==> src/rtl/core/rgb_box_blur_3x3_top_assert.svh <==
// Assertion macros for the 3x3 box blur pipeline.
// The using module must have i_clk and i_rst_n in scope.
`ifndef RGB_BOX_BLUR_3X3_TOP_ASSERT_SVH
`define RGB_BOX_BLUR_3X3_TOP_ASSERT_SVH

// Checked at every clock edge outside reset.
`define BBX_ASSERT(label, prop, msg) \
    label: assert property (@(posedge i_clk) disable iff (!i_rst_n) prop) else $error(msg);

// Checked at every clock edge, reset cycles included.
`define BBX_ASSERT_ALL(label, prop, msg) \
    label: assert property (@(posedge i_clk) prop) else $error(msg);

`endif

==> src/rtl/core/bbx_pkg.sv <==
// Shared types, constants and helper functions for the 3x3 box blur.
// No dependencies; all but bbx_ram and the assertion header import it.
`timescale 1ns / 1ps

package bbx_pkg;

    localparam int PIX_W      = 8;
    localparam int RGB_W      = 3 * PIX_W;
    localparam int ROW_W      = 16;
    localparam int OCOL_W     = 10;
    localparam int FW_W       = 11;
    localparam int FH_W       = 16;
    localparam int CFG_DATA_W = 16;
    localparam int SUM_W      = 12;
    localparam int MIN_SIDE   = 3;

    localparam logic [FW_W-1:0] FW_RESET = 11'd640;
    localparam logic [FH_W-1:0] FH_RESET = 16'd480;

    // floor(s / 9) == (s * 1821) >> 14 for every sum of nine bytes
    localparam int              DIV9_MUL_W = 11;
    localparam logic [DIV9_MUL_W-1:0] DIV9_MUL = 11'd1821;
    localparam int              DIV9_SHIFT = 14;
    localparam int              PROD_W     = SUM_W + DIV9_MUL_W;

    typedef enum logic [0:0] {
        CFG_FRAME_WIDTH  = 1'b0,
        CFG_FRAME_HEIGHT = 1'b1
    } t_cfg_idx;

    typedef struct packed {
        logic [PIX_W-1:0] red;
        logic [PIX_W-1:0] green;
        logic [PIX_W-1:0] blue;
    } t_rgb;

    // position and result flags of one item
    typedef struct packed {
        logic [ROW_W-1:0]  row;
        logic [OCOL_W-1:0] col;
        logic              has_blur;
        logic              has_pass;
    } t_pos;

    // item handed from the window stage to the result stage
    typedef struct packed {
        t_pos             pos;
        logic [SUM_W-1:0] sum_red;
        logic [SUM_W-1:0] sum_green;
        logic [SUM_W-1:0] sum_blue;
        t_rgb             px;
    } t_s2;

    function automatic logic [SUM_W-1:0] ext_pix(input logic [PIX_W-1:0] v);
        return SUM_W'(v);
    endfunction

    // adder tree over the nine window taps of one channel
    function automatic logic [SUM_W-1:0] sum9(input logic [8:0][PIX_W-1:0] v);
        logic [SUM_W-1:0] s01;
        logic [SUM_W-1:0] s23;
        logic [SUM_W-1:0] s45;
        logic [SUM_W-1:0] s67;
        s01 = ext_pix(v[0]) + ext_pix(v[1]);
        s23 = ext_pix(v[2]) + ext_pix(v[3]);
        s45 = ext_pix(v[4]) + ext_pix(v[5]);
        s67 = ext_pix(v[6]) + ext_pix(v[7]);
        return (s01 + s23) + (s45 + s67) + ext_pix(v[8]);
    endfunction

    // divide by nine through a reciprocal multiply
    function automatic logic [PIX_W-1:0] div9(input logic [SUM_W-1:0] s);
        logic [PROD_W-1:0] prod;
        prod = PROD_W'(s) * PROD_W'(DIV9_MUL);
        return prod[DIV9_SHIFT +: PIX_W];
    endfunction

endpackage

==> src/rtl/core/bbx_pos.sv <==
// Raster position tracker: row/column of the incoming item and its result flags.
// Depends on bbx_pkg.
`timescale 1ns / 1ps

module bbx_pos #(
    parameter int MAX_WIDTH = 1024
) (
    input  logic                         i_clk,
    input  logic                         i_rst_n,
    input  logic                         i_accept,
    input  logic [bbx_pkg::FW_W-1:0]     i_frame_width,
    input  logic [bbx_pkg::FH_W-1:0]     i_frame_height,
    output logic [$clog2(MAX_WIDTH)-1:0] o_col,
    output bbx_pkg::t_pos                o_tag
);
    import bbx_pkg::*;

    localparam int CW    = $clog2(MAX_WIDTH);
    localparam int EW_W  = $clog2(MAX_WIDTH + 1);
    localparam int CMP_W = (EW_W > FW_W) ? EW_W : FW_W;

    localparam logic [CMP_W-1:0] W_MAX = CMP_W'(MAX_WIDTH);
    localparam logic [CMP_W-1:0] W_MIN = CMP_W'(MIN_SIDE);
    localparam logic [FH_W-1:0]  H_MIN = FH_W'(MIN_SIDE);

    logic [CW-1:0]    r_col;
    logic [ROW_W-1:0] r_row;
    logic [CW-1:0]    n_col;
    logic [ROW_W-1:0] n_row;

    logic [CMP_W-1:0] w_fw;
    logic [CMP_W-1:0] w_ew;
    logic [FH_W-1:0]  w_eh;
    logic [CMP_W-1:0] w_col_cur;
    logic             w_wrap_pre;
    logic [CMP_W-1:0] w_c;
    logic [ROW_W:0]   w_row_pre;
    logic [ROW_W-1:0] w_r;
    logic [CMP_W-1:0] w_c_inc;
    logic [ROW_W:0]   w_r_inc;

    // effective frame size
    always_comb begin
        w_fw = CMP_W'(i_frame_width);
        if (w_fw < W_MIN) begin
            w_ew = W_MIN;
        end else if (w_fw > W_MAX) begin
            w_ew = W_MAX;
        end else begin
            w_ew = w_fw;
        end
        w_eh = (i_frame_height < H_MIN) ? H_MIN : i_frame_height;
    end

    // position of this item; a shrunk frame ends the row or frame early
    always_comb begin
        w_col_cur  = CMP_W'(r_col);
        w_wrap_pre = (w_col_cur >= w_ew);
        w_c        = w_wrap_pre ? '0 : w_col_cur;
        w_row_pre  = w_wrap_pre ? ({1'b0, r_row} + (ROW_W + 1)'(1)) : {1'b0, r_row};
        w_r        = (w_row_pre >= {1'b0, w_eh}) ? '0 : w_row_pre[ROW_W-1:0];
    end

    // position of the following item
    always_comb begin
        w_c_inc = w_c + CMP_W'(1);
        w_r_inc = {1'b0, w_r} + (ROW_W + 1)'(1);
        if (w_c_inc >= w_ew) begin
            n_col = '0;
            n_row = (w_r_inc >= {1'b0, w_eh}) ? '0 : w_r_inc[ROW_W-1:0];
        end else begin
            n_col = w_c_inc[CW-1:0];
            n_row = w_r;
        end
    end

    always_ff @(posedge i_clk) begin
        if (!i_rst_n) begin
            r_col <= '0;
            r_row <= '0;
        end else if (i_accept) begin
            r_col <= n_col;
            r_row <= n_row;
        end
    end

    // blurred result of (r-1,c-1) once the window is full; border passes through
    always_comb begin
        o_col          = w_c[CW-1:0];
        o_tag.row      = w_r;
        o_tag.col      = w_c[OCOL_W-1:0];
        o_tag.has_blur = (w_r >= ROW_W'(2)) && (w_c >= CMP_W'(2));
        o_tag.has_pass = (w_r == '0) || (w_r == (w_eh - FH_W'(1)))
                      || (w_c == '0) || (w_c == (w_ew - CMP_W'(1)));
    end

endmodule

==> config.mk <==
export PLATFORM = sky130hd
export DESIGN_NAME = bbx_pos
export DESIGN_NICKNAME = d
export VERILOG_FILES = /design/src/rtl/core/rgb_box_blur_3x3_top_assert.svh /design/src/rtl/core/bbx_pkg.sv /design/src/rtl/core/bbx_pos.sv
export SDC_FILE = /design/constraint.sdc
export NUM_CORES = 1
export LEC_CHECK = 0
export ABC_AREA = 1
export BUFFER_PORTS_ARGS = -buffer_cell sky130_fd_sc_hd__buf_2
export CORE_UTILIZATION = 27
export CTS_CLUSTER_SIZE = 14
export DETAILED_ROUTE_END_ITERATION = 16
export PLACE_DENSITY = 0.52
export SLEW_MARGIN = 20
export SYNTH_ARGS = -nofsm -noshare
export SYNTH_HDL_FRONTEND = slang
export SYNTH_SLANG_ARGS = --single-unit
==> constraint.sdc <==
create_clock -name i_clk -period 7.1 [get_ports i_clk]
set_clock_uncertainty 0.2 [all_clocks]
set_input_delay 0.71 -clock i_clk [delete_from_list [all_inputs] [get_ports i_clk]]
set_output_delay 0.71 -clock i_clk [all_outputs]
set_load 0.005 [all_outputs]
## After elaboration in Yosys (flattened, before gate mapping)

Cells that the tools add are included.

| storage, ports and cells | value |
|---|---|
| flip-flop bits (word level) | 26 |
| input bits | 30 |

| cells by class | value |
|---|---|
| add/sub/neg operators | 5 |
| order comparisons | 9 |
| equality and inequality tests | 2 |
| mux-type cells | 9 |
| reduce and logical (&&, ||, !) cells | 6 |

Operators by type and width:

| kind | number |
|---|---|
| 16-bit two-way mux | 4 |
| 16-bit by 1-bit adder with 17-bit output (second input constant) | 2 |
| 17-bit by 16-bit >= comparator with 1-bit output | 2 |
| 11-bit two-way mux | 2 |
| 10-bit two-way mux | 2 |
| 17-bit two-way mux | 1 |
| 16-bit == test | 1 |
| 16-bit by 2-bit >= comparator with 1-bit output (second input constant) | 1 |
| 16-bit logical NOT | 1 |
| 16-bit by 2-bit less-than comparator with 1-bit output (second input constant) | 1 |
| 16-bit by 1-bit subtractor with 16-bit output (second input constant) | 1 |
| 10-bit by 1-bit adder with 11-bit output (second input constant) | 1 |
| 10-bit by 11-bit == test with 1-bit output | 1 |
| 10-bit by 11-bit >= comparator with 1-bit output | 1 |
| 11-bit >= comparator | 1 |
| 11-bit > comparator (second input constant) | 1 |
| 11-bit logical NOT | 1 |
| 11-bit by 2-bit less-than comparator with 1-bit output (second input constant) | 1 |
| 11-bit by 1-bit subtractor with 11-bit output (second input constant) | 1 |
| 10-bit by 2-bit >= comparator with 1-bit output (second input constant) | 1 |
| 1-bit logical OR | 3 |
| 1-bit logical AND | 1 |

## Longest topological paths before layout

| depth | value |
|---|---|
| depth in word-level cells | 11 |
| gate-level depth with buffers | 52 |
| depth with buffers taken out | 50 |

## Worst setup path before layout

No wires, ideal clock.

| timing | value |
|---|---|
| kind | input -> register |
| start | input port i_frame_width[2] (netlist bit) |
| end | register r_row[9] |
| arrival | 7.139 ns |
| setup slack | -0.303 ns |
| cell stages on the path | 51 |
| cells stage by stage | nor2_1 > nand3_1 > nor2_1 > nand2_1 > nand2_1 > clkbuf_1 > nand2_1 > ha_1 > nand2_1 > nand2_1 > nand2_1 > nand2_1 > a21oi_4 > nand3_4 > buf_6 > o21ai_1 > inv_1 > ha_1 > [... 15 more ...] > nor3_1 > nand3_1 > xor2_1 > inv_1 > ha_1 > nand2_1 > nor2_1 > nor2_1 > nand4_1 > nand2_1 > inv_1 > o21ai_0 > nand2_1 > a211oi_1 > nand3_4 > nor2_1 > nor2_1 > nor2_1 |

RTL lines:

| what | RTL line | text |
|---|---|---|
| start: declaration | bbx_pos.sv:11 | `input logic [bbx_pkg::FW_W-1:0] i_frame_width,` |
| end signal: assignment | bbx_pos.sv:83 | `r_row <= n_row;` |
| end: declaration | bbx_pos.sv:27 | `logic [ROW_W-1:0] r_row;` |

## Worst setup path in the final report

| timing | value |
|---|---|
| start | input port i_frame_width[2] (netlist bit) |
| end | register r_row[5] |

| between the ends | value |
|---|---|
| word-level cells in the longest chain between the ends | 11 |
| elaborated cells between the ends (all ways) | 15 |
| classes of those cells | add/sub: 2; order compare: 6; mux: 7 |

RTL lines:

| what | RTL line | text |
|---|---|---|
| 11-bit > comparator | bbx_pos.sv:47 | `end else if (w_fw > W_MAX) begin` |
| 11-bit two-way mux | bbx_pos.sv:47 |  |
| 11-bit two-way mux (*) | bbx_pos.sv:45 | `if (w_fw < W_MIN) begin` |
| 10-bit by 11-bit >= comparator with 1-bit output | bbx_pos.sv:58 | `w_wrap_pre = (w_col_cur >= w_ew);` |
| 17-bit two-way mux | bbx_pos.sv:60 | `w_row_pre = w_wrap_pre ? ({1'b0, r_row} + (ROW_W + 1)'(1)) : {1'b0, r_row};` |
| 17-bit by 16-bit >= comparator with 1-bit output | bbx_pos.sv:61 | `w_r = (w_row_pre >= {1'b0, w_eh}) ? '0 : w_row_pre[ROW_W-1:0];` |
| 16-bit two-way mux | bbx_pos.sv:61 |  |
| 16-bit by 1-bit adder with 17-bit output | bbx_pos.sv:67 | `w_r_inc = {1'b0, w_r} + (ROW_W + 1)'(1);` |
| 17-bit by 16-bit >= comparator with 1-bit output | bbx_pos.sv:70 | `n_row = (w_r_inc >= {1'b0, w_eh}) ? '0 : w_r_inc[ROW_W-1:0];` |
| 16-bit two-way mux | bbx_pos.sv:70 |  |
| 16-bit two-way mux (*) | bbx_pos.sv:68 | `if (w_c_inc >= w_ew) begin` |

Mark *: on every way between the ends. The rest lies on a longest branch, timed or not.
A chain may end at the register's enable or synchronous reset.

==> results.ini <==
[critical_path]
path_buf_inv = 8
r2r_cells = 39
crit_path_end_kind = register
crit_path_top_delay_cell = ha_1
arrival_ns = 6.66
crit_path_max_fanout = 6
reg2reg_to = r_row[5]
startpoint_type = primary input
cpMostUsedCell = nand2_1
cp.depth = 46
cpPeakStageDelay_ns = 0.34
crit_type = primary input to register
critPathLaunch = i_frame_width[2]
regToRegSetupSlack_ns = 1.19
required_ns = 7.11
r2r_start = r_col[7]
crit_end = r_row[5]
crit_family = simple AND/OR/NAND/NOR gates

[cells_and_area]
final_common_cell = nand2_1
nets = 1092
drive_gt1_frac = 0.2513
ff_latch_area_um2 = 520.5
antenna_cells = 0
fillerInstances = 2087
final_cells = 1259
layout_common_cells = nand2_1 (198), inv_1 (112), nor2_1 (111)
area_delta_synth_final_pct = 28.74
multi_input_area_mm2 = 0.004173

[synth]
synthCells = 854
syn_avg_cell_area_um2 = 6.108
ys_ff_latch = 26
ys_seq_area_frac = 0.09978
synth_nets = 946
syn_area_mm2 = 0.005216
synthXorXnorAreaFrac = 0.09403
synthSimpleGateAreaFrac = 0.4262
ys_warn_count = 0
synth_mux_area_frac = 0
synth_top_family_by_area = simple AND/OR/NAND/NOR gates
ys_types = 50
synth_compound_area_frac = 0.1079
synth_fa_ha_area_frac = 0.1487

[placement]
routabilityCongestion = 0.8797
port-buffer-count = 67
placed_cells = 1250
place_ws_ns = -0.1248
place_hpwl_mm = 15.02

[sta]
slew_viol_final = 0
worst_slew_pin_slew_ns = 0.6261
finalSetupTns_ns = 0
period_needed_ns = 6.642
holdWs_ns = 0.2817
layout_setup_ws_ns = 0.4576
max_slew_margin = 0.5801
setup_viol = 0
rsz0062_at_grt = no
min_period_over_period = 0.9355
max_freq_mhz = 150.5
hold_viol_final = 0

[clock_tree]
clock_sinks = 26
cts.root.buffer_cell = clkbuf_16
insertion_delay_ns = 0.28
cts_tree = built
numCtsBuffers = 3
clock_path_buffers = 2
clkTransAtPathRegs_ns = 0.08
htreeDepth = 1

[grt]
grt_overflow = 0
grt_pass1_wl_mm = 27.81
grt_pass1_vias = 5265
grt_usage = 0.1786
grt_max_degree = 24
antenna_found_initial = 0

[die]
start_util = 0.2770
die_y_um = 141.0
fp.dieW_um = 141.0
fp.coreArea_mm2 = 0.01883
rows = 50
dieArea_mm2 = 0.01988
io_pins = 68

[routing]
wl_mm = 17.63
ant_nets = 0
vias_per_cell = 4.608
drt_iter0_drc = 313
wl_per_cell_um = 14.00
drc = 0
num_vias = 5802
dr.pass1.iters = 5

[power]
p_per_area_mw_per_mm2 = 115.3
peakVddDrop_uv = 63.97
finalPower_w = 0.0007745
p_leak_nw = 3.480

[worst_hold_path]
hp-class = register to register

[job]
cap_viol_max_count = 0

[run_status]
outcome = finished clean

-- worst reg2reg max path: cells and delay by family (launching register included) --
family,cells,cell delay [ns]
and+or+nand+nor,21,2.16
DFF,1,0.38
buffers and inverters,7,0.74
xor gates and xnor gates,1,0.20
adders and majority gates,4,1.17
AOI/OAI and AO/OA,6,0.97
-- through the flow --
| stage | utilization | area (um2) |
|---|---|---|
| after floorplan | - | 5224 |
| after global placement | 0.3424 | 6447 |
| after detailed placement | 0.3424 | 6447 |
| after CTS | 0.3480 | 6553 |
| after global routing | 0.3566 | 6715 |
| final | 0.3566 | 6715 |
-- registers in the layout, indices dropped and copies added, names as in the netlist --
name	cells
r_col	10
r_row	16
-- where the power goes --
part	switching, W	internal [W]
combinational	0.000253	0.000184
sequential	0.0000101	0.000153
clock	0.0000613	0.000113
total	0.000324	0.000450
-- final cells by class --
cell class,instances,share of cell area
clock buffers,3,0.01118
clock inverters,1,0.004472
inverters,127,0.07267
multi-input cells,679,0.6214
flip-flops and latches,26,0.07751
well taps,260,0.04844
repair buffers,163,0.1643
-- per-layer routing --
metal	share of wire	vias up	GRT usage	wire length, um
met5	0	-	0	0
met1	0.48	2600	0.2440	8541
li1	-	3059	-	-
met4	0.020	0	0.05034	344
met2	0.46	126	0.3009	8188
met3	0.032	17	0.01257	556
-- synthesized netlist by cell type (all sizes together) --
cell type    n  area, um2
a21oi       44      231.5
xnor2       11      96.34
buf         16      130.1
a31oi        1      6.260
or2          3      18.77
o21ai       41      216.5
nor4         1      6.260
a22oi        3      22.52
ha          62      775.7
xor2        45      394.1
o41ai        1      8.760
nor3        21      125.1
a21o         2      15.01
o2111ai      1      8.760
dfxtp       26      520.5
nor3b        2      15.01
a211oi       2      15.01
a32oi        1      8.760
o21bai       1      7.510
a31o         1      8.760
nand3b       2      15.01
clkinv       4      18.76
clkbuf       8      30.03
nand2      210      825.8
nand4       35      327.8
o21a         1      7.510
inv        123      464.2
nor2       129      549.3
and2         1      6.260
nand3       54      327.8
and3         1      6.260
o22ai        1      6.260
-- repair_timing --
item | in CTS | in global routing
gates resized for setup | 0 | 29
setup endpoints to repair | 0 | 16
hold buffers | 0 | 0
buffers inserted | 0 | 3
-- cells by family after synthesis --
| family | Yosys count |
|---|---|
| buffers and inverters | 151 |
| AO/OA/AOI/OAI | 100 |
| adder cells (fa/ha/maj) | 62 |
| AND/OR/NAND/NOR | 459 |
| XOR/XNOR | 56 |
| flip-flops | 26 |
-- worst min-delay path by stage --
stage	startpoint	endpoint	slack, ns	depth (start not counted)
3_5_place_dp	r_col[0]	r_col[0]	0.27	2
6_report	r_col[0]	r_col[0]	0.28	2
5_1_grt	r_col[0]	r_col[0]	0.31	2
3_3_place_gp	r_col[0]	r_col[0]	0.26	2
4_1_cts	r_col[0]	r_col[0]	0.28	2
2_1_floorplan	r_col[0]	r_col[0]	0.25	2
Power figures use the tool's default switching activity.
