`config.mk`:
```
export PLATFORM = sky130hd
export DESIGN_NAME = bbx_emit_flat
export DESIGN_NICKNAME = d
export VERILOG_FILES = /design/src/rtl/core/bbx_pkg.sv /design/src/rtl/core/bbx_pix_if.sv /design/src/rtl/core/bbx_emit.sv /design/src/flat_wrapper.sv
export VERILOG_INCLUDE_DIRS = /design/src /design/src/rtl/core
export SDC_FILE = /design/constraint.sdc
export NUM_CORES = 1
export LEC_CHECK = 0
export ABC_AREA = 0
export BUFFER_PORTS_ARGS = -buffer_cell sky130_fd_sc_hd__buf_2
export CAP_MARGIN = 15
export CORE_AREA = 5 5 158 160
export DETAILED_ROUTE_END_ITERATION = 8
export DIE_AREA = 0 0 163 165
export PLACE_DENSITY = 0.72
export SLEW_MARGIN = 15
export SYNTH_ARGS = -nofsm -noshare
export SYNTH_HDL_FRONTEND = slang
export SYNTH_SLANG_ARGS = --single-unit
```
`constraint.sdc`:
```
create_clock -name i_clk -period 5.45 [get_ports i_clk]
set_input_delay 1.09 -clock i_clk [delete_from_list [all_inputs] [get_ports i_clk]]
set_output_delay 1.09 -clock i_clk [all_outputs]
set_load 0.02 [all_outputs]
```
`src/rtl/core/rgb_box_blur_3x3_top_assert.svh`:
```
// Assertion macros for the 3x3 box blur pipeline.
// The using module must have i_clk and i_rst_n in scope.
`ifndef RGB_BOX_BLUR_3X3_TOP_ASSERT_SVH
`define RGB_BOX_BLUR_3X3_TOP_ASSERT_SVH

// Checked at every clock edge outside reset.
`define BBX_ASSERT(label, prop, msg) \
    label: assert property (@(posedge i_clk) disable iff (!i_rst_n) prop) else $error(msg);

// Checked at every clock edge, reset cycles included.
`define BBX_ASSERT_ALL(label, prop, msg) \
    label: assert property (@(posedge i_clk) prop) else $error(msg);

`endif

```
`src/rtl/core/bbx_pkg.sv`:
```
// Shared types, constants and helper functions for the 3x3 box blur.
// No dependencies; all but bbx_ram and the assertion header import it.
`timescale 1ns / 1ps

package bbx_pkg;

    localparam int PIX_W      = 8;
    localparam int RGB_W      = 3 * PIX_W;
    localparam int ROW_W      = 16;
    localparam int OCOL_W     = 10;
    localparam int FW_W       = 11;
    localparam int FH_W       = 16;
    localparam int CFG_DATA_W = 16;
    localparam int SUM_W      = 12;
    localparam int MIN_SIDE   = 3;

    localparam logic [FW_W-1:0] FW_RESET = 11'd640;
    localparam logic [FH_W-1:0] FH_RESET = 16'd480;

    // floor(s / 9) == (s * 1821) >> 14 for every sum of nine bytes
    localparam int              DIV9_MUL_W = 11;
    localparam logic [DIV9_MUL_W-1:0] DIV9_MUL = 11'd1821;
    localparam int              DIV9_SHIFT = 14;
    localparam int              PROD_W     = SUM_W + DIV9_MUL_W;

    typedef enum logic [0:0] {
        CFG_FRAME_WIDTH  = 1'b0,
        CFG_FRAME_HEIGHT = 1'b1
    } t_cfg_idx;

    typedef struct packed {
        logic [PIX_W-1:0] red;
        logic [PIX_W-1:0] green;
        logic [PIX_W-1:0] blue;
    } t_rgb;

    // position and result flags of one item
    typedef struct packed {
        logic [ROW_W-1:0]  row;
        logic [OCOL_W-1:0] col;
        logic              has_blur;
        logic              has_pass;
    } t_pos;

    // item handed from the window stage to the result stage
    typedef struct packed {
        t_pos             pos;
        logic [SUM_W-1:0] sum_red;
        logic [SUM_W-1:0] sum_green;
        logic [SUM_W-1:0] sum_blue;
        t_rgb             px;
    } t_s2;

    function automatic logic [SUM_W-1:0] ext_pix(input logic [PIX_W-1:0] v);
        return SUM_W'(v);
    endfunction

    // adder tree over the nine window taps of one channel
    function automatic logic [SUM_W-1:0] sum9(input logic [8:0][PIX_W-1:0] v);
        logic [SUM_W-1:0] s01;
        logic [SUM_W-1:0] s23;
        logic [SUM_W-1:0] s45;
        logic [SUM_W-1:0] s67;
        s01 = ext_pix(v[0]) + ext_pix(v[1]);
        s23 = ext_pix(v[2]) + ext_pix(v[3]);
        s45 = ext_pix(v[4]) + ext_pix(v[5]);
        s67 = ext_pix(v[6]) + ext_pix(v[7]);
        return (s01 + s23) + (s45 + s67) + ext_pix(v[8]);
    endfunction

    // divide by nine through a reciprocal multiply
    function automatic logic [PIX_W-1:0] div9(input logic [SUM_W-1:0] s);
        logic [PROD_W-1:0] prod;
        prod = PROD_W'(s) * PROD_W'(DIV9_MUL);
        return prod[DIV9_SHIFT +: PIX_W];
    endfunction

endpackage

```
`src/rtl/core/bbx_pix_if.sv`:
```


interface bbx_pix_out_if;
    import bbx_pkg::*;

    logic              valid;
    logic              ready;
    logic [ROW_W-1:0]  out_row;
    logic [OCOL_W-1:0] out_col;
    logic [PIX_W-1:0]  out_red;
    logic [PIX_W-1:0]  out_green;
    logic [PIX_W-1:0]  out_blue;
    logic              last_in_run;

    modport source (output valid, out_row, out_col, out_red, out_green, out_blue,
                    last_in_run, input ready);
    modport sink   (input valid, out_row, out_col, out_red, out_green, out_blue,
                    last_in_run, output ready);
endinterface

```
`src/rtl/core/bbx_emit.sv`:
```
// Result stage: divides the sums by nine and sends one or two results per item.
// Depends on bbx_pkg, bbx_pix_out_if and the assertion macro header.
`timescale 1ns / 1ps
`include "rgb_box_blur_3x3_top_assert.svh"

module bbx_emit (
    input  logic                 i_clk,
    input  logic                 i_rst_n,
    input  logic                 i_load,
    input  bbx_pkg::t_s2         i_s2,
    output logic                 o_free,
    bbx_pix_out_if.source        o_pix
);
    import bbx_pkg::*;

    logic r_s2_vld;
    logic r_blur_pend;
    t_s2  r_s2;
    logic r_out_vld;
    logic [ROW_W-1:0]  r_out_row;
    logic [OCOL_W-1:0] r_out_col;
    t_rgb              r_out_px;
    logic              r_out_last;

    logic n_s2_vld;
    logic n_blur_pend;
    logic n_out_vld;
    logic [ROW_W-1:0]  n_out_row;
    logic [OCOL_W-1:0] n_out_col;
    t_rgb              n_out_px;
    logic              n_out_last;

    logic w_out_free;
    logic w_emit;
    logic w_last;
    logic w_s2_done;

    // blurred result goes first, border pass-through last
    assign w_out_free = !r_out_vld || o_pix.ready;
    assign w_emit     = r_s2_vld && w_out_free;
    assign w_last     = r_blur_pend ? !r_s2.pos.has_pass : 1'b1;
    assign w_s2_done  = w_emit && w_last;
    assign o_free     = !r_s2_vld || w_s2_done;

    always_comb begin
        n_s2_vld    = r_s2_vld;
        n_blur_pend = r_blur_pend;
        if (i_load) begin
            n_s2_vld    = 1'b1;
            n_blur_pend = i_s2.pos.has_blur;
        end else if (w_s2_done) begin
            n_s2_vld    = 1'b0;
        end else if (w_emit) begin
            n_blur_pend = 1'b0;
        end
    end

    // output register
    always_comb begin
        n_out_vld  = r_out_vld && !o_pix.ready;
        n_out_row  = r_out_row;
        n_out_col  = r_out_col;
        n_out_px   = r_out_px;
        n_out_last = r_out_last;
        if (w_emit) begin
            n_out_vld  = 1'b1;
            n_out_last = w_last;
            if (r_blur_pend) begin
                n_out_row      = r_s2.pos.row - ROW_W'(1);
                n_out_col      = r_s2.pos.col - OCOL_W'(1);
                n_out_px.red   = div9(r_s2.sum_red);
                n_out_px.green = div9(r_s2.sum_green);
                n_out_px.blue  = div9(r_s2.sum_blue);
            end else begin
                n_out_row = r_s2.pos.row;
                n_out_col = r_s2.pos.col;
                n_out_px  = r_s2.px;
            end
        end
    end

    always_ff @(posedge i_clk) begin
        if (!i_rst_n) begin
            r_s2_vld    <= 1'b0;
            r_blur_pend <= 1'b0;
            r_out_vld   <= 1'b0;
        end else begin
            r_s2_vld    <= n_s2_vld;
            r_blur_pend <= n_blur_pend;
            r_out_vld   <= n_out_vld;
        end
    end

    always_ff @(posedge i_clk) begin
        if (i_load) begin
            r_s2 <= i_s2;
        end
        r_out_row  <= n_out_row;
        r_out_col  <= n_out_col;
        r_out_px   <= n_out_px;
        r_out_last <= n_out_last;
    end

    assign o_pix.valid       = r_out_vld;
    assign o_pix.out_row     = r_out_row;
    assign o_pix.out_col     = r_out_col;
    assign o_pix.out_red     = r_out_px.red;
    assign o_pix.out_green   = r_out_px.green;
    assign o_pix.out_blue    = r_out_px.blue;
    assign o_pix.last_in_run = r_out_last;

    // items without results never enter this stage
    `BBX_ASSERT(a_s2_nonempty, r_s2_vld |-> r_s2.pos.has_blur || r_s2.pos.has_pass, "empty item in result stage")
    `BBX_ASSERT(a_pend_blur, r_s2_vld && r_blur_pend |-> r_s2.pos.has_blur, "blur pending without blur flag")
    // a non-final result leaves its pass-through behind in this stage
    `BBX_ASSERT(a_run_cont, o_pix.valid && o_pix.ready && !o_pix.last_in_run |-> r_s2_vld && !r_blur_pend, "run split from its item")
    `BBX_ASSERT_ALL(a_rst_out, !i_rst_n |=> !o_pix.valid, "result valid after reset")

endmodule

```
`src/flat_wrapper.sv`:
```
// flat-port wrapper written by rule: the top's interface ports become plain ports
module bbx_emit_flat import bbx_pkg::*;
  (i_clk, i_rst_n, i_load, i_s2, o_free, o_pix_valid, o_pix_out_row, o_pix_out_col, o_pix_out_red, o_pix_out_green, o_pix_out_blue, o_pix_last_in_run, o_pix_ready);
  bbx_pix_out_if o_pix_i ();
  input  logic i_clk;
  input  logic i_rst_n;
  input  logic i_load;
  input  bbx_pkg::t_s2 i_s2;
  output logic o_free;
  output wire logic [$bits(o_pix_i.valid)-1:0] o_pix_valid;
  output wire logic [$bits(o_pix_i.out_row)-1:0] o_pix_out_row;
  output wire logic [$bits(o_pix_i.out_col)-1:0] o_pix_out_col;
  output wire logic [$bits(o_pix_i.out_red)-1:0] o_pix_out_red;
  output wire logic [$bits(o_pix_i.out_green)-1:0] o_pix_out_green;
  output wire logic [$bits(o_pix_i.out_blue)-1:0] o_pix_out_blue;
  output wire logic [$bits(o_pix_i.last_in_run)-1:0] o_pix_last_in_run;
  input wire logic [$bits(o_pix_i.ready)-1:0] o_pix_ready;
  assign o_pix_valid = o_pix_i.valid;
  assign o_pix_out_row = o_pix_i.out_row;
  assign o_pix_out_col = o_pix_i.out_col;
  assign o_pix_out_red = o_pix_i.out_red;
  assign o_pix_out_green = o_pix_i.out_green;
  assign o_pix_out_blue = o_pix_i.out_blue;
  assign o_pix_last_in_run = o_pix_i.last_in_run;
  assign o_pix_i.ready = o_pix_ready;
  bbx_emit u_core (.i_clk(i_clk), .i_rst_n(i_rst_n), .i_load(i_load), .i_s2(i_s2), .o_free(o_free), .o_pix(o_pix_i));
endmodule
```
======== Word-level counts from Yosys, hierarchy flattened ========
Cells that the tools add are included.
word-level totals
  register bits after elaboration ......... 141
  latch bits .............................. 0
  bits in writable memories ............... 0
  ROM bits ................................ 0
  bits of input ports ..................... 92
  output and inout bits ................... 53
  logic and storage cells ................. 46
  memories ................................ 0
operators by class
  add/subtract/negate cells ............... 2
  multipliers ............................. 3
  div/mod/pow operators ................... 0
  magnitude comparators ................... 0
  equality and inequality tests ........... 1
  shifts and indexed selects .............. 0
  multiplexer cells ....................... 10
  bitwise gates (word level) .............. 0
  reduce and logical (&&, ||, !) cells .... 12
operators with widths
  cell                                                                    number
  12-bit by 11-bit multiplier with 22-bit output (second input constant)  3
  24-bit two-way mux                                                      1
  16-bit two-way mux                                                      1
  16-bit by 1-bit subtractor with 16-bit output (second input constant)   1
  10-bit two-way mux                                                      1
  10-bit by 1-bit subtractor with 10-bit output (second input constant)   1
  1-bit two-way mux                                                       7
  1-bit logical NOT                                                       4
  2-bit nonzero test                                                      2
  1-bit logical AND                                                       3
  1-bit logical OR                                                        2
  2-bit != test (second input constant)                                   1
  2-bit AND reduction                                                     1

======== Longest topological paths before layout ========
  word-level depth ........................ 6
  mapped depth ............................ 18
  gate-level depth less buffers ........... 18

======== Worst setup path after synthesis ========
No wires, ideal clock.
  kind .................................... reg2reg
  from .................................... reg u_core.r_s2[45] (netlist name)
  to ...................................... reg u_core.r_out_px, in the netlist u_core.o_pix.out_green[3] (data pin)
  library setup time ...................... 260 ps
  data arrival time ....................... 4507 ps
  data required time ...................... 5190 ps
  setup slack ............................. 683 ps
  cell stages (with the launch flop) ...... 17
  buffers on the path ..................... 0
  clock period less this slack ............ 4767 ps
  cells stage by stage .................... edfxtp_1 inv_1 fa_1 inv_1 ha_1 fa_1 inv_1 fa_1 fa_1 inv_1 ha_1 and3_1 and2_1 o21ai_0 o21bai_1 xnor2_1 mux2_2
between the ends
  word-level cells in the longest chain between the ends .. 2
RTL lines
  element                                         RTL line         source
  start: declaration                              bbx_emit.sv:18   t_s2 r_s2;
  start signal: assignment                        bbx_emit.sv:96   r_s2 <= i_s2;
  12-bit by 11-bit multiplier with 22-bit output  bbx_pkg.sv:74    prod = PROD_W'(s) * PROD_W'(DIV9_MUL);
  24-bit two-way mux                              bbx_emit.sv:68   if (r_blur_pend) begin
  end signal: assignment                          bbx_emit.sv:100  r_out_px <= n_out_px;
  end: declaration                                bbx_emit.sv:22   t_rgb r_out_px;
No other way between the ends.
A chain may end at the register's enable or synchronous reset.

======== Worst setup path after layout ========
  from .................................... reg u_core.r_s2[26] (netlist name)
  to ...................................... reg u_core.r_out_px, in the netlist u_core.o_pix.out_blue[7] (data pin)
Same word-level chain as after synthesis.

==> summary.md <==
| Metric | Value |
|---|---|
| Initial DRC count | 400 |
| Final instance area | 13200 sq um |
| Die extent in x | 163 microns |
| Warnings from Yosys | 0 |
| Slew Limit Fails | 0 |
| Rows | 56 |
| Drt drc | 0 |
| Inst Count DP | 1446 |
| Final cycle utilization of the critical path | 0.953 |
| HPWL Detailed | 19600 microns |
| Synth unique cells | 63 |
| Syn avg cell area | 11.6 sq um |
| Type of the worst min-delay path | reg2reg |
| Fraction of layout cells with a size suffix above 1 | 0.172 |
| Switching share of power | 0.468 |
| Vias in the first global route | 8171 |
| DR WL met3 | 1260 microns |
| GR Overflow Total | 0 |
| Num CTS Buffers | 17 |
| Status | finished, final reports clean |
| Initial antenna violation count | 3 |
| Reg area | 4210 sq um |
| Critical Path AT | 5.37 ns |
| WS Path Type | reg2reg |
| Nets | 1528 |
| Die footprint | 26900 sq um |
| Total power | 0.00727 W |
| # diodes | 0 |
| Static Leak | 6.31 nW |
| Critical Path Sink Type | register |
| Synthesized area | 11500 sq um |
| Setup slack, reg-to-reg | 0.26 ns |
| Clock power frac | 0.165 |
| Fillers | 1939 |
| DR top layer | met5 |
| Gpl congestion | 0.927 |
| Layout area overhead | 15.3% |
| Clock root buffer | clkbuf_16 |
| DR WL/cell | 16.4 microns |
| Initial Util | 0.493 |
| Vias per cell | 5.12 |
| # setup viols final | 0 |
| Clock Latency Late Sink | 0.44 ns |
| Maximum vdd ir drop | 0.334 mV |
| Via Count | 7565 |
| CTS Buffer Depth | 2 |
| Worst slew pin tran | 0.835 ns |
| Layout Cells excl Fill | 1478 |
| Worst-path maximum fanout | 5 |
| CTS sink count | 141 |
| Reg power frac | 0.189 |
| Mapped Nets | 1368 |
| Htree depth | 4 |
| Min Tclk post-route | 5.19 ns |
| Max-Cap Viols | 0 |
| Placed Area | 12600 sq um |
| Slew headroom | 0.443 |
| #FFs+latches synth | 141 |
| Worst Clk Skew | 0.0189 ns |
| DRT Pass-1 Iters | 5 |
| Drt total wl | 24300 microns |
| Post-CTS Hold Buffers | 0 |
| Synth Flop Type | edfxtp_1 |
| Logic pwr share | 0.646 |
| Metal-1 WL | 10500 microns |
| IO Count | 145 |
| Data required, critical path | 5.63 ns |
| First-pass GRT wire length | 40200 microns |
| Unrepaired setup endpoints after global routing | false |
| Async S/R FF share, synth | 0 |
| Sum Neg Setup Slack | 0 ns |
| Reg clk slew, reported paths | 0.07 ns |
| Multi-input gate area | 6440 sq um |
| Height of the die | 165 microns |
| Largest net degree at the start of global routing | 64 |
| IO buf count | 144 |
| CTS resizes | 0 |
| PD cells | 549 nW/um^2 |
| Int Pwr | 0.00387 W |
| Sequential share of the synthesized area | 0.366 |
| EDFF count, synth | 138 |
| Fin. Hold Viols | 0 |
| Setup Fix Bufs, Post-CTS | 0 |
| Startpoint Class | register |
| Met2 wire length | 12100 microns |
| Syn Inst Count | 986 |
| Sw Pwr | 0.00340 W |
| CTS tree | done |
| Core Area | 23300 sq um |
| ANT nets after route | 0 |
| Fmax | 193 MHz |
| Total GRT Usage | 0.191 |
## critical path, stage by stage, from the launching register on
cell      delay (ns)
edfxtp_1        0.45
inv_1           0.09
fa_1            0.51
inv_1           0.04
ha_1            0.30
inv_1           0.06
fa_1            0.49
inv_1           0.05
fa_1            0.53
inv_1           0.06
fa_1            0.54
inv_1           0.04
ha_1            0.34
nand4_1         0.16
a211o_1         0.26
and3_1          0.17
o31ai_1         0.44
xnor2_1         0.13
mux2_2          0.27
## power by group through the flow
| stage | logic, W | clock network [W] | registers [W] |
|---|---|---|---|
| 2_1_floorplan | 0.00348 | 0 | 0.00143 |
| 3_3_place_gp | 0.00451 | 0 | 0.00140 |
| 3_5_place_dp | 0.00462 | 0 | 0.00140 |
| 4_1_cts | 0.00468 | 0.00123 | 0.00138 |
| 5_1_grt | 0.00545 | 0.00128 | 0.00139 |
| 6_report | 0.00469 | 0.00120 | 0.00138 |
## state kept, by name, indices dropped and copies added (netlist names)
| register | flops |
|---|---|
| u_core.r_s2 | 87 |
| u_core.o_pix.out_row | 16 |
| u_core.o_pix.out_col | 10 |
| u_core.o_pix.out_blue | 8 |
| u_core.o_pix.out_green | 8 |
| u_core.o_pix.out_red | 8 |
| u_core.o_pix.last_in_run | 1 |
| u_core.o_pix.valid | 1 |
| u_core.r_blur_pend | 1 |
| u_core.r_s2_vld | 1 |
## worst paths after layout
kind / startpoint / to / cells after the start
worst max-delay path: u_core.r_s2[26] / u_core.o_pix.out_blue[7] / 18
worst min-delay path: u_core.r_s2_vld / u_core.o_pix.valid / 2
worst max register to register: u_core.r_s2[26] / u_core.o_pix.out_blue[7] / 18
worst min register to register: u_core.r_s2_vld / u_core.o_pix.valid / 2
## layout by cell type, fill, tap and decap left out, types with 5 or more instances in the layout
master     count
nand2b_1       5
fa_1          93
and3_1         6
mux2_2         5
nand3_1       13
a21o_1         7
o21bai_1       6
a211oi_1       6
or3_1          7
clkinv_8       6
edfxtp_1     138
inv_1        216
a21oi_1       33
buf_4          5
o21ai_0       22
nor2b_1        6
clkbuf_16     17
o311ai_0       5
nor2_1        25
o31ai_1        7
buf_2        143
ha_1         197
nor3_1        15
a21boi_0       6
nand2_1       45
xor2_1        16
xnor2_1       24
nand4_1       11
## synth_stat cells, types with 5 or more instances
cell type | n | area (sq um)
inv_1 | 216 | 811
nand4_1 | 11 | 68.8
nor2b_1 | 6 | 37.5
ha_1 | 197 | 2460
a21oi_1 | 33 | 165
xnor2_1 | 24 | 210
edfxtp_1 | 138 | 4140
o21bai_1 | 6 | 45.0
fa_1 | 93 | 1860
mux2_2 | 5 | 56.3
nand3_1 | 13 | 65.1
or3_1 | 7 | 43.8
a21boi_0 | 6 | 45.0
and3_1 | 6 | 37.5
o31ai_1 | 7 | 52.6
a21o_1 | 7 | 52.6
xor2_1 | 16 | 140
o311ai_0 | 5 | 43.8
nor3_1 | 15 | 75.1
clkbuf_1 | 6 | 22.5
nand2b_1 | 5 | 31.3
nor2_1 | 25 | 93.8
a211oi_1 | 7 | 52.6
nand2_1 | 45 | 169
o21ai_0 | 22 | 110
## routing by layer
| layer | vias up | global-route usage |
|---|---|---|
| met5 | - | 0 |
| met4 | 6 | 0.0503 |
| met3 | 40 | 0.0402 |
| met2 | 187 | 0.332 |
| met1 | 3611 | 0.244 |
| li1 | 3721 | - |
## layout make-up
cell class / count / share of cell area
sequential: 141 / 0.318
multi-input combinational: 621 / 0.487
tap: 319 / 0.0302
clock inverter: 15 / 0.0144
clock buffer: 17 / 0.0322
timing repair buffer: 148 / 0.0569
inverter: 217 / 0.0616
## stage by stage
step / hold slack (ns) / setup slack [ns] / utilization
CTS: 0.497 / 0.238 / 0.568
global route: 0.555 / 0.00363 / 0.569
floorplan: 0.457 / 0.683 / -
detailed placement: 0.488 / 0.316 / 0.542
global placement: 0.474 / 0.392 / 0.542
finish: 0.496 / 0.257 / 0.569
## logic make-up (layout without fill, tap and decap cells)
| logic type | Yosys count | after routing | share of synthesized area |
|---|---|---|---|
| compound gates | 129 | 129 | 0.0760 |
| fa+ha+maj | 290 | 290 | 0.377 |
| flops | 141 | 141 | 0.366 |
| buf+inv | 224 | 397 | 0.0733 |
| simple gates | 155 | 155 | 0.0702 |
| mux | 7 | 7 | 0.00665 |
| xor+xnor | 40 | 40 | 0.0305 |
No activity file was read; power rests on OpenSTA's default activity.
